--- src/hw/rtl/bsa_pkg.sv ---
// ----------------------------------------------------------------------------
// bsa_pkg
// Shared types and codes for the bitmap slot allocator: request kinds, result
// status codes and the control bundles passed between its modules.
// ----------------------------------------------------------------------------
package bsa_pkg;

  // request kind carried by an input beat
  typedef enum logic {
    REQ_ALLOC = 1'b0,
    REQ_FREE  = 1'b1
  } req_kind_t;

  // result status
  typedef logic [1:0] status_t;
  localparam status_t STATUS_OK        = 2'd0;
  localparam status_t STATUS_FULL      = 2'd1;
  localparam status_t STATUS_NOT_TAKEN = 2'd2;

  // field widths of the beats
  localparam int SLOT_FIELD_W  = 8;
  localparam int COUNT_FIELD_W = 9;

  // bitmap ram port enables
  typedef struct packed {
    logic we;
    logic re;
  } ram_ctrl_t;

  // flags from the word scan unit
  typedef struct packed {
    logic zero_found;
    logic bit_taken;
  } word_flags_t;

endpackage

--- src/hw/rtl/bsa_if.sv ---
// ----------------------------------------------------------------------------
// bsa request and result channels
// Valid/ready channels; a beat moves at a rising edge with valid and ready high.
// ----------------------------------------------------------------------------
interface bsa_req_if;
  logic                           valid;
  logic                           ready;
  logic                           req_type;
  logic [bsa_pkg::SLOT_FIELD_W-1:0] free_slot;

  modport source (output valid, output req_type, output free_slot, input ready);
  modport sink   (input valid, input req_type, input free_slot, output ready);
endinterface

interface bsa_res_if;
  logic                            valid;
  logic                            ready;
  logic [bsa_pkg::SLOT_FIELD_W-1:0]  granted_slot;
  logic [1:0]                      status;
  logic [bsa_pkg::COUNT_FIELD_W-1:0] used_count;
  logic                            pool_full;

  modport source (output valid, output granted_slot, output status, output used_count,
                  output pool_full, input ready);
  modport sink   (input valid, input granted_slot, input status, input used_count,
                  input pool_full, output ready);
endinterface

--- src/hw/rtl/bsa_bitmap_ram.sv ---
// ----------------------------------------------------------------------------
// bsa_bitmap_ram
// Bitmap word store: one write port, one read port with registered read data.
// ----------------------------------------------------------------------------
module bsa_bitmap_ram #(
  parameter int WORD_BITS  = 64,
  parameter int WORD_COUNT = 4,
  parameter int ADDR_W     = 2
) (
  input  logic                  clk,
  input  bsa_pkg::ram_ctrl_t    ctrl,
  input  logic [ADDR_W-1:0]     waddr,
  input  logic [WORD_BITS-1:0]  wdata,
  input  logic [ADDR_W-1:0]     raddr,
  output logic [WORD_BITS-1:0]  rdata
);
  import bsa_pkg::*;

  logic [WORD_BITS-1:0] mem [WORD_COUNT];

  // write port
  always_ff @(posedge clk) begin
    if (ctrl.we) begin
      mem[waddr] <= wdata;
    end
  end

  // read port
  always_ff @(posedge clk) begin
    if (ctrl.re) begin
      rdata <= mem[raddr];
    end
  end

endmodule

--- src/hw/rtl/bsa_word_unit.sv ---
// ----------------------------------------------------------------------------
// bsa_word_unit
// Shared word unit: finds the lowest free bit of one bitmap word, tests a
// selected bit, and forms the word with the found free bit set or the selected bit cleared.
// ----------------------------------------------------------------------------
module bsa_word_unit #(
  parameter int WORD_BITS = 64,
  parameter int TAIL_BITS = 64
) (
  input  logic [WORD_BITS-1:0]         word,
  input  logic                         tail,
  input  logic [$clog2(WORD_BITS)-1:0] bit_sel,
  output bsa_pkg::word_flags_t         flags,
  output logic [$clog2(WORD_BITS)-1:0] zero_pos,
  output logic [WORD_BITS-1:0]         set_word,
  output logic [WORD_BITS-1:0]         clr_word
);
  import bsa_pkg::*;

  localparam int BIT_W = $clog2(WORD_BITS);
  // bits past the end of the pool in the last word count as taken
  localparam logic [WORD_BITS-1:0] TAIL_PAD = {WORD_BITS{1'b1}} << TAIL_BITS;

  logic [WORD_BITS-1:0] scan_word;
  logic                 found;

  assign scan_word = tail ? (word | TAIL_PAD) : word;

  // priority search for the lowest zero
  always_comb begin
    found    = 1'b0;
    zero_pos = '0;
    for (int b = WORD_BITS - 1; b >= 0; b--) begin
      if (!scan_word[b]) begin
        found    = 1'b1;
        zero_pos = BIT_W'(b);
      end
    end
  end

  // flags: zero found, then the selected bit
  assign flags = {found, word[bit_sel]};

  // bit update
  assign set_word = word | (WORD_BITS'(1) << zero_pos);
  assign clr_word = word & ~(WORD_BITS'(1) << bit_sel);

endmodule

--- src/hw/rtl/bitmap_slot_allocator_core.sv ---
// ----------------------------------------------------------------------------
// bitmap_slot_allocator_core
// Bitmap slot allocator: grants the lowest free slot or releases a given slot.
// ----------------------------------------------------------------------------
// One request at a time, one result beat per request. The bitmap lives in a
// RAM of POOL_SLOTS/WORD_BITS words (rounded up) read one word per cycle, so
// time is set by how many words the sequencer walks: an allocate scans words
// until it finds a free bit (1 to WORD_COUNT words), a free walks to word
// slot/WORD_BITS, and a request on a full pool or of a slot beyond the pool
// walks no words; the result then waits for ready. After reset a clearing
// pass writes every bitmap word to zero, with no request accepted meanwhile.
// ----------------------------------------------------------------------------
module bitmap_slot_allocator_core #(
  parameter int POOL_SLOTS = 256,
  parameter int WORD_BITS  = 64
) (
  input  logic      clk,
  input  logic      rst,
  bsa_req_if.sink   req,
  bsa_res_if.source res
);
  import bsa_pkg::*;

  localparam int WORD_COUNT = (POOL_SLOTS + WORD_BITS - 1) / WORD_BITS;
  localparam int TAIL_BITS  = POOL_SLOTS - (WORD_COUNT - 1) * WORD_BITS;
  localparam int WIDX_W     = (WORD_COUNT > 1) ? $clog2(WORD_COUNT) : 1;
  localparam int BIT_W      = $clog2(WORD_BITS);
  localparam int SLOT_W     = $clog2(POOL_SLOTS);
  localparam int CNT_W      = $clog2(POOL_SLOTS + 1);
  localparam logic [WIDX_W-1:0]       LAST_IDX  = WIDX_W'(WORD_COUNT - 1);
  localparam logic [CNT_W-1:0]        CNT_FULL  = CNT_W'(POOL_SLOTS);
  localparam logic [SLOT_FIELD_W-1:0] WB_STEP   = SLOT_FIELD_W'(WORD_BITS);
  localparam logic [SLOT_W-1:0]       BASE_STEP = SLOT_W'(WORD_BITS);

  typedef enum logic [3:0] {
    ST_CLEAR = 4'b0001,
    ST_IDLE  = 4'b0010,
    ST_CHECK = 4'b0100,
    ST_DONE  = 4'b1000
  } state_t;

  state_t                  state, state_next;
  logic [WIDX_W-1:0]       idx, idx_next;
  logic [SLOT_W-1:0]       base, base_next;
  logic [SLOT_FIELD_W-1:0] rem, rem_next;
  logic [CNT_W-1:0]        taken_total, taken_total_next;
  req_kind_t               op;
  logic [SLOT_W-1:0]       granted, granted_next;
  status_t                 status, status_next;
  logic                    load_res;

  ram_ctrl_t               ram_ctrl;
  logic [WIDX_W-1:0]       raddr;
  logic [WORD_BITS-1:0]    wdata;
  logic [WORD_BITS-1:0]    rdata;
  word_flags_t             flags;
  logic [BIT_W-1:0]        zero_pos;
  logic [WORD_BITS-1:0]    set_word;
  logic [WORD_BITS-1:0]    clr_word;
  logic                    req_beat;
  logic                    slot_in_pool;

  assign req.ready    = (state == ST_IDLE);
  assign req_beat     = req.valid && req.ready;
  assign slot_in_pool = (32'(req.free_slot) < POOL_SLOTS);

  bsa_bitmap_ram #(
    .WORD_BITS  (WORD_BITS),
    .WORD_COUNT (WORD_COUNT),
    .ADDR_W     (WIDX_W)
  ) u_ram (
    .clk   (clk),
    .ctrl  (ram_ctrl),
    .waddr (idx),
    .wdata (wdata),
    .raddr (raddr),
    .rdata (rdata)
  );

  bsa_word_unit #(
    .WORD_BITS (WORD_BITS),
    .TAIL_BITS (TAIL_BITS)
  ) u_unit (
    .word     (rdata),
    .tail     (idx == LAST_IDX),
    .bit_sel  (rem[BIT_W-1:0]),
    .flags    (flags),
    .zero_pos (zero_pos),
    .set_word (set_word),
    .clr_word (clr_word)
  );

  // sequencer
  always_comb begin
    state_next       = state;
    idx_next         = idx;
    base_next        = base;
    rem_next         = rem;
    taken_total_next = taken_total;
    granted_next     = '0;
    status_next      = STATUS_OK;
    load_res         = 1'b0;
    ram_ctrl         = '0;
    raddr            = '0;
    wdata            = '0;
    case (state)
      ST_CLEAR: begin
        ram_ctrl.we = 1'b1;
        if (idx == LAST_IDX) begin
          idx_next   = '0;
          state_next = ST_IDLE;
        end else begin
          idx_next = idx + 1'b1;
        end
      end
      ST_IDLE: begin
        if (req_beat) begin
          idx_next    = '0;
          base_next   = '0;
          rem_next    = req.free_slot;
          ram_ctrl.re = 1'b1;
          if (req.req_type == REQ_ALLOC) begin
            if (taken_total == CNT_FULL) begin
              status_next = STATUS_FULL;
              load_res    = 1'b1;
              state_next  = ST_DONE;
            end else begin
              state_next = ST_CHECK;
            end
          end else if (!slot_in_pool) begin
            status_next = STATUS_NOT_TAKEN;
            load_res    = 1'b1;
            state_next  = ST_DONE;
          end else begin
            state_next = ST_CHECK;
          end
        end
      end
      ST_CHECK: begin
        if (op == REQ_ALLOC) begin
          if (flags.zero_found) begin
            ram_ctrl.we      = 1'b1;
            wdata            = set_word;
            granted_next     = base + SLOT_W'(zero_pos);
            taken_total_next = taken_total + 1'b1;
            load_res         = 1'b1;
            state_next       = ST_DONE;
          end else if (idx == LAST_IDX) begin
            status_next = STATUS_FULL;
            load_res    = 1'b1;
            state_next  = ST_DONE;
          end else begin
            ram_ctrl.re = 1'b1;
            raddr       = idx + 1'b1;
            idx_next    = idx + 1'b1;
            base_next   = base + BASE_STEP;
          end
        end else begin
          if (rem >= WB_STEP) begin
            ram_ctrl.re = 1'b1;
            raddr       = idx + 1'b1;
            idx_next    = idx + 1'b1;
            rem_next    = rem - WB_STEP;
          end else if (flags.bit_taken) begin
            ram_ctrl.we      = 1'b1;
            wdata            = clr_word;
            taken_total_next = taken_total - 1'b1;
            load_res         = 1'b1;
            state_next       = ST_DONE;
          end else begin
            status_next = STATUS_NOT_TAKEN;
            load_res    = 1'b1;
            state_next  = ST_DONE;
          end
        end
      end
      ST_DONE: begin
        if (res.ready) begin
          state_next = ST_IDLE;
        end
      end
      default: begin
        state_next = ST_IDLE;
      end
    endcase
  end

  // control registers
  always_ff @(posedge clk) begin
    if (rst) begin
      state       <= ST_CLEAR;
      idx         <= '0;
      taken_total <= '0;
    end else begin
      state       <= state_next;
      idx         <= idx_next;
      taken_total <= taken_total_next;
    end
  end

  // working and result registers
  always_ff @(posedge clk) begin
    base <= base_next;
    rem  <= rem_next;
    if (req_beat) begin
      op <= req_kind_t'(req.req_type);
    end
    if (load_res) begin
      granted <= granted_next;
      status  <= status_next;
    end
  end

  // result beat
  assign res.valid        = (state == ST_DONE);
  assign res.granted_slot = SLOT_FIELD_W'(granted);
  assign res.status       = status;
  assign res.used_count   = COUNT_FIELD_W'(taken_total);
  assign res.pool_full    = (taken_total == CNT_FULL);

endmodule

--- src/flat_wrapper.sv ---
// flat-port wrapper written by rule: the top's interface ports become plain ports
module bitmap_slot_allocator_core_flat import bsa_pkg::*;
#(
  parameter int POOL_SLOTS = 256,
  parameter int WORD_BITS  = 64
)
  (clk, rst, req_valid, req_req_type, req_free_slot, req_ready, res_valid, res_granted_slot, res_status, res_used_count, res_pool_full, res_ready);
  bsa_req_if req_i ();
  bsa_res_if res_i ();
  input  logic clk;
  input  logic rst;
  input wire logic [$bits(req_i.valid)-1:0] req_valid;
  input wire logic [$bits(req_i.req_type)-1:0] req_req_type;
  input wire logic [$bits(req_i.free_slot)-1:0] req_free_slot;
  output wire logic [$bits(req_i.ready)-1:0] req_ready;
  output wire logic [$bits(res_i.valid)-1:0] res_valid;
  output wire logic [$bits(res_i.granted_slot)-1:0] res_granted_slot;
  output wire logic [$bits(res_i.status)-1:0] res_status;
  output wire logic [$bits(res_i.used_count)-1:0] res_used_count;
  output wire logic [$bits(res_i.pool_full)-1:0] res_pool_full;
  input wire logic [$bits(res_i.ready)-1:0] res_ready;
  assign req_i.valid = req_valid;
  assign req_i.req_type = req_req_type;
  assign req_i.free_slot = req_free_slot;
  assign req_ready = req_i.ready;
  assign res_valid = res_i.valid;
  assign res_granted_slot = res_i.granted_slot;
  assign res_status = res_i.status;
  assign res_used_count = res_i.used_count;
  assign res_pool_full = res_i.pool_full;
  assign res_i.ready = res_ready;
  bitmap_slot_allocator_core #(.POOL_SLOTS(POOL_SLOTS), .WORD_BITS(WORD_BITS)) u_core (.clk(clk), .rst(rst), .req(req_i), .res(res_i));
endmodule
--- config.mk ---
export PLATFORM = sky130hd
export DESIGN_NAME = bitmap_slot_allocator_core_flat
export DESIGN_NICKNAME = d
export VERILOG_FILES = /design/src/hw/rtl/bsa_pkg.sv /design/src/hw/rtl/bsa_if.sv /design/src/hw/rtl/bsa_bitmap_ram.sv /design/src/hw/rtl/bsa_word_unit.sv /design/src/hw/rtl/bitmap_slot_allocator_core.sv /design/src/flat_wrapper.sv
export SDC_FILE = /design/constraint.sdc
export NUM_CORES = 1
export LEC_CHECK = 0
export ABC_AREA = 1
export ABC_CLOCK_PERIOD_IN_PS = 5000
export BUFFER_PORTS_ARGS = -buffer_cell sky130_fd_sc_hd__buf_2
export CORE_UTILIZATION = 49
export DETAILED_ROUTE_END_ITERATION = 6
export GPL_TIMING_DRIVEN = 1
export SETUP_SLACK_MARGIN = 0.02
export SLEW_MARGIN = 10
export SYNTH_ARGS = -nofsm -noshare
export SYNTH_HDL_FRONTEND = slang
export SYNTH_SLANG_ARGS = --single-unit
--- constraint.sdc ---
create_clock -name clk -period 5 [get_ports clk]
set_input_delay 0 -clock clk [delete_from_list [all_inputs] [get_ports clk]]
set_output_delay 0 -clock clk [all_outputs]
set_load 0.02 [all_outputs]
After elaboration in Yosys (flattened, before gate mapping)
Memories as Yosys holds them, arrays and structs flattened. A register that Yosys moved wholly into a read port is not among the register bits.
Cells that the tools add are included.
{"block": "word_totals", "ram_bits": 256, "regBits": 42, "mem_count": 1, "out_inout_bits": 22, "word_cells": 253, "inputBits": 13}
{"memory": "u_core.u_ram.mem", "depth": 4, "word_bits": 64, "read_ports": 1, "rd_ports_with_merged_regs": 1, "wr": 1, "line_no": "bsa_bitmap_ram.sv:19", "rtl": "logic [WORD_BITS-1:0] mem [WORD_COUNT];"}
{"block": "classes", "order_cmp": 2, "n_bitwise": 5, "addsub": 6, "n_shift": 2, "eq_ne": 21, "n_reduce_logical": 10, "muxes": 198}
{"cell": "6-bit 2-to-1 mux", "n": 64}
{"cell": "64-bit 2-to-1 mux", "n": 5}
{"cell": "1-bit by 6-bit left shift with 64-bit output (first input constant)", "n": 2}
{"cell": "1-bit 2-to-1 mux", "n": 84}
{"cell": "64-bit bitwise AND", "n": 1}
{"cell": "64-bit inverter", "n": 1}
{"cell": "64-bit bitwise OR", "n": 1}
{"cell": "8-bit 2-to-1 mux", "n": 7}
{"cell": "4-bit 2-to-1 mux", "n": 9}
{"cell": "9-bit 2-to-1 mux", "n": 4}
{"cell": "2-bit 2-to-1 mux", "n": 16}
{"cell": "8-bit one-hot mux with 2 select lines", "n": 2}
{"cell": "4-bit one-hot mux with 4 select lines", "n": 1}
{"cell": "5-bit AND reduction", "n": 3}
{"cell": "2-bit != test (second input constant)", "n": 7}
{"cell": "9-bit by 1-bit adder with 9-bit output (second input constant)", "n": 1}
{"cell": "9-bit == test (second input constant)", "n": 1}
{"cell": "9-bit by 1-bit subtractor with 9-bit output (second input constant)", "n": 1}
{"cell": "8-bit by 6-bit adder with 8-bit output", "n": 1}
{"cell": "8-bit by 7-bit adder with 8-bit output (second input constant)", "n": 1}
{"cell": "8-bit by 7-bit >= comparator with 1-bit output (second input constant)", "n": 1}
{"cell": "4-bit AND reduction", "n": 2}
{"cell": "8-bit by 7-bit subtractor with 8-bit output (second input constant)", "n": 1}
{"cell": "6-bit by 7-bit less-than comparator with 1-bit output (second input constant)", "n": 1}
{"cell": "19 further kinds", "n": 27}

Longest topological paths before layout
{"block": "depth", "word_depth": 69, "ltp_mapped": 70}

Hierarchy
From an unflattened synthesis, not the netlist that was laid out.
{"block": "hier_totals", "hier_cells": 2037, "area_unflattened_um2": 18271.3}
{"mod": "bsa_bitmap_ram", "instances": 1, "area_each_um2": 12683.4, "cells_per_inst": 1074}
{"mod": "bsa_word_unit", "instances": 1, "area_each_um2": 2800.2, "cells_per_inst": 615}
{"mod": "bitmap_slot_allocator_core", "instances": 1, "area_each_um2": 2787.7, "cells_per_inst": 348}

Worst setup path after synthesis
OpenSTA, ideal clock, no wires.
{"block": "synth_timing", "path_kind": "flip-flop to flip-flop", "from": "register u_core.state[0]", "to": "memory u_core.u_ram.mem[0][0] (enable)", "period_less_slack_ps": 4099, "t_required_ps": 4582, "t_arrival_ps": 3680, "slack_ps": 901, "path_stages_with_launch": 12, "cell_sequence": "dfxtp_1 > nor2_1 > inv_1 > nor3_1 > clkinv_1 > nor2_1 > inv_1 > nor2_1 > nor2_1 > nand2_1 > nand2_1 > inv_1"}
{"block": "synth_via", "elab_chain_cells": 4, "word_cells_on_any_way": 5}
{"item": "start: declaration", "line_no": "bitmap_slot_allocator_core.sv:42", "rtl": "state_t state, state_next;"}
{"item": "start signal: assignment", "line_no": "bitmap_slot_allocator_core.sv:195", "rtl": "state <= state_next;"}
{"item": "4-bit by 3-bit == test with 1-bit output / 4-bit by 1-bit == test with 1-bit output (equally long branches)", "line_no": "bitmap_slot_allocator_core.sv:106", "rtl": "case (state)"}
{"item": "1-bit one-hot mux with 2 select lines *", "line_no": "bitmap_slot_allocator_core.sv:106"}
{"item": "1-bit 2-to-1 mux *", "line_no": "bsa_bitmap_ram.sv:23", "rtl": "if (ctrl.we) begin"}
{"item": "1-bit 2-to-1 mux (not written as such) *", "line_no": "bsa_bitmap_ram.sv:24", "rtl": "mem[waddr] <= wdata;"}
{"item": "end: declaration", "line_no": "bsa_bitmap_ram.sv:19"}
Mark *: on every way between the ends. The rest lies on a longest branch, timed or not.

Final worst setup path
{"block": "layout_timing", "from": "register u_core.u_ram.rdata[62], read port of u_core.u_ram.mem", "to": "memory u_core.u_ram.mem[1][42] (data pin)"}
{"block": "layout_via", "elab_chain_cells": 68, "word_cells_on_any_way": 135}
{"item": "start: declaration", "line_no": "bsa_bitmap_ram.sv:15", "rtl": "output logic [WORD_BITS-1:0] rdata"}
{"item": "6-bit 2-to-1 mux (63 in series)", "line_no": "bsa_word_unit.sv:34", "rtl": "if (!scan_word[b]) begin"}
{"item": "1-bit by 6-bit left shift with 64-bit output", "line_no": "bsa_word_unit.sv:45", "rtl": "assign set_word = word | (WORD_BITS'(1) << zero_pos);"}
{"item": "64-bit bitwise OR", "line_no": "bsa_word_unit.sv:45"}
{"item": "64-bit 2-to-1 mux", "line_no": "bitmap_slot_allocator_core.sv:141", "rtl": "if (flags.zero_found) begin"}
{"item": "64-bit 2-to-1 mux *", "line_no": "bitmap_slot_allocator_core.sv:140", "rtl": "if (op == REQ_ALLOC) begin"}
{"item": "64-bit 2-to-1 mux *", "line_no": "bitmap_slot_allocator_core.sv:106"}
{"item": "via u_core.u_ram.wdata[42]", "line_no": "bsa_bitmap_ram.sv:13", "rtl": "input logic [WORD_BITS-1:0] wdata,"}
The timed path passes the listed nets; every way through them passes the cells marked *. The select of a mux whose other input is x is not followed.

==> summary.txt <==
Area Growth Syn to Fin -> 17.6%
total gr overflow -> 0
setup ws final -> -0.0358 ns
vias per cell -> 6.24
WP data arrival -> 5.43 ns
core area -> 33400 um^2
clk sinks -> 356
Reg clk slew, reported paths -> 0.06 ns
die width -> 186 um
main combinational cell family by area after synthesis -> compound AO/OA/AOI/OAI gates
Synth top area share -> 61.6%
Iter 0 DRT Violations -> 1298
RSZ-0062 raised after global routing -> true
# setup viols final -> 8
first-pass GRT wire length -> 73.2 mm
Synth Area in XOR/XNOR -> 0.369%
skew final -> 0.0129 ns
IO Port Bufs -> 34
Setup Crit Path Kind -> reg -> reg
Final Hold Fails -> 0
prevailing post-synth register cell -> edfxtp_1
critical path fanouts, max -> 4
most frequent cells after synthesis -> 341 x edfxtp_1, 238 x nand2_1, 155 x a21oi_1
Min-Delay Path Class -> in -> reg
# rows -> 67
CTS tree -> built
total CTS buffers -> 37
Root Buffer -> clkbuf_16
largest net degree at the start of global routing -> 78
vias in the first global route -> 11.9k
Adder-Cell Fraction of Synth Area -> 1.02%
Total Routing Usage GR -> 28.6%
Sequential cell area -> 10500 um^2
htree depth -> 2
final worst-path cycle share -> 101%
synthesized area -> 16600 um^2
Slowest cell on crit path -> edfxtp_1
#FFs+latches synth -> 356
min Tclk post-route -> 5.04 ns
Avg Inst Size Synth -> 10.7 um^2
Slew @ Worst Pin -> 1.21 ns
Initial Utilization -> 49.7%
Hold WS -> 0.0453 ns
leak pwr -> 6.67 nW
sequential share of the synthesized area -> 63.4%
CP endpoint kind -> flop
Final Util -> 58.5%
DRT Wirelength -> 49.8 mm
status -> finished with violations
final net count -> 1640
failing checks -> negative setup slack
Mapped Cells -> 1556
top cells by area, synth -> edfxtp_1 62%, nand2_1 5.4%, a21oi_1 4.7%
max cap viols -> 0
Slew HR -> 18.6%
total power -> 9.53 mW
DRT antenna net count -> 0
Bufs on Longest Clock Path -> 3
Die Y -> 186 um
Yosys top cell by area -> edfxtp_1
EDFF count, synth -> 341
Post-Syn Nets -> 1582
DR WL/cell -> 23.8 um
DIE AREA -> 34700 um^2
element type at the critical path start -> flop
Final Max Tran Viols -> 0
Synth Area in Compound Gates -> 16.8%
Filler cells -> 2816
Yosys cell types -> 49
mux cell area share after synthesis -> 0%
footprint of the multi-input gates -> 5860 um^2
critical path's largest stage delay -> 0.43 ns
antenna violations before repair -> 0
via count -> 13.1k
clk_lat worst skew -> 0.53 ns
count leader, synth -> edfxtp_1
Placer Congestion -> 1.00
I/O pins -> 35
Ys Warns -> 0
proportion of layout cells with a drive suffix above 1 -> 17.5%
drt drc -> 0
Simple-Gate Fraction of Synth Area -> 13.5%
Max Freq -> 0.199 GHz
number of antenna diodes -> 0
setup total negative slack -> -0.248 ns
Pre-antenna DRT Iters -> 7
Worst EP required -> 5.40 ns
ratio of total power to cell area -> 487 nW/um^2
most frequent cell on the critical path -> nand2_1
asr flop ratio synth -> 0%
VDD IR max -> 390 uV
Post-DP HPWL -> 31.7 mm
cells by family (layout without fill, tap and decap cells):
group,after synthesis,after routing
DFF,356,356
adders and majority gates,13,13
and+or+nand+nor,519,519
buffers and inverters,202,289
xor gates and xnor gates,7,7
AOI/OAI and AO/OA,459,459
cells in the final DEF, fill, tap and decap left out, types with 14 or more instances in the layout:
| cell type | count |
|---|---|
| clkbuf_16 | 39 |
| nand2_2 | 34 |
| nor2_1 | 126 |
| nand4_1 | 30 |
| inv_1 | 89 |
| a21oi_1 | 154 |
| nand2_1 | 198 |
| dfxtp_1 | 15 |
| o211ai_1 | 14 |
| edfxtp_1 | 341 |
| o32ai_1 | 64 |
| nand3_1 | 47 |
| nor3_1 | 16 |
| buf_4 | 62 |
| o311ai_0 | 23 |
| nand3_2 | 21 |
| o21ai_0 | 128 |
| buf_2 | 34 |
routing by layer:
layer	GRT usage (%)	wire length, um
met5	0	0
met4	10.9	1700
met3	4.95	3910
met2	45.1	23000
met1	39.7	21200
sequential cells by signal (all words and copies together), names as in the netlist:
signal and flops:
u_core.base 2, u_core.idx 2, u_core.op 1, u_core.rem 8, u_core.res.granted_slot 8, u_core.res.status 2
u_core.res.used_count 9, u_core.state 4, u_core.u_ram.mem 256, u_core.u_ram.rdata 64
layout make-up:
cell class	count	area share [%]
flip-flops and latches	356	53.9
multi-input cells	998	30.0
clock buffers	52	5.39
repair buffers	122	5.03
well taps	448	2.87
inverters	99	1.91
clock inverters	16	0.934
where the power goes:
| part | switching [mW] | total [mW] | internal [mW] | leakage (nW) |
|---|---|---|---|---|
| clock | 1.10 | 2.78 | 1.68 | 0.599 |
| sequential | 0.386 | 4.67 | 4.28 | 3.13 |
| combinational | 1.45 | 2.08 | 0.636 | 2.94 |
metrics by stage:
stage          worst slack [ns]  area [um^2]  std cells
6_report                -0.0358        19600       2091
5_1_grt                  -0.577        19600       2091
4_1_cts                  0.0178        18900       2084
3_5_place_dp            -0.0246        17600       2003
3_3_place_gp            -0.0224        17600       2003
2_1_floorplan             0.901        16600       1556
worst max-delay path: cells and delay by family (launching register included):
family	cells	cell delay, ns
simple gates	64	4.05
buf+inv	1	0.19
compound gates	1	0.23
flops	1	0.43
worst paths after layout:
path                            start                        to  slack [ns]  cells past startpoint
max            u_core.u_ram.rdata[62]   u_core.u_ram.mem[1][42]       -0.04                     66
min                         req_valid            u_core.base[6]        0.05                      3
max reg2reg    u_core.u_ram.rdata[62]   u_core.u_ram.mem[1][42]       -0.04                     66
min reg2reg  u_core.res.used_count[8]  u_core.res.used_count[8]        0.49                      1
timing repair:
| item | 4_1_cts | 5_1_grt |
|---|---|---|
| hold endpoints to repair | 16 | 0 |
| setup buffers | 1 | 8 |
| resized for setup | 2 | 140 |
| endpoints found under the setup margin | 12 | 253 |
| pin swaps | 1 | 19 |
| hold buffers | 12 | 0 |
No activity file was read; power rests on OpenSTA's default activity.
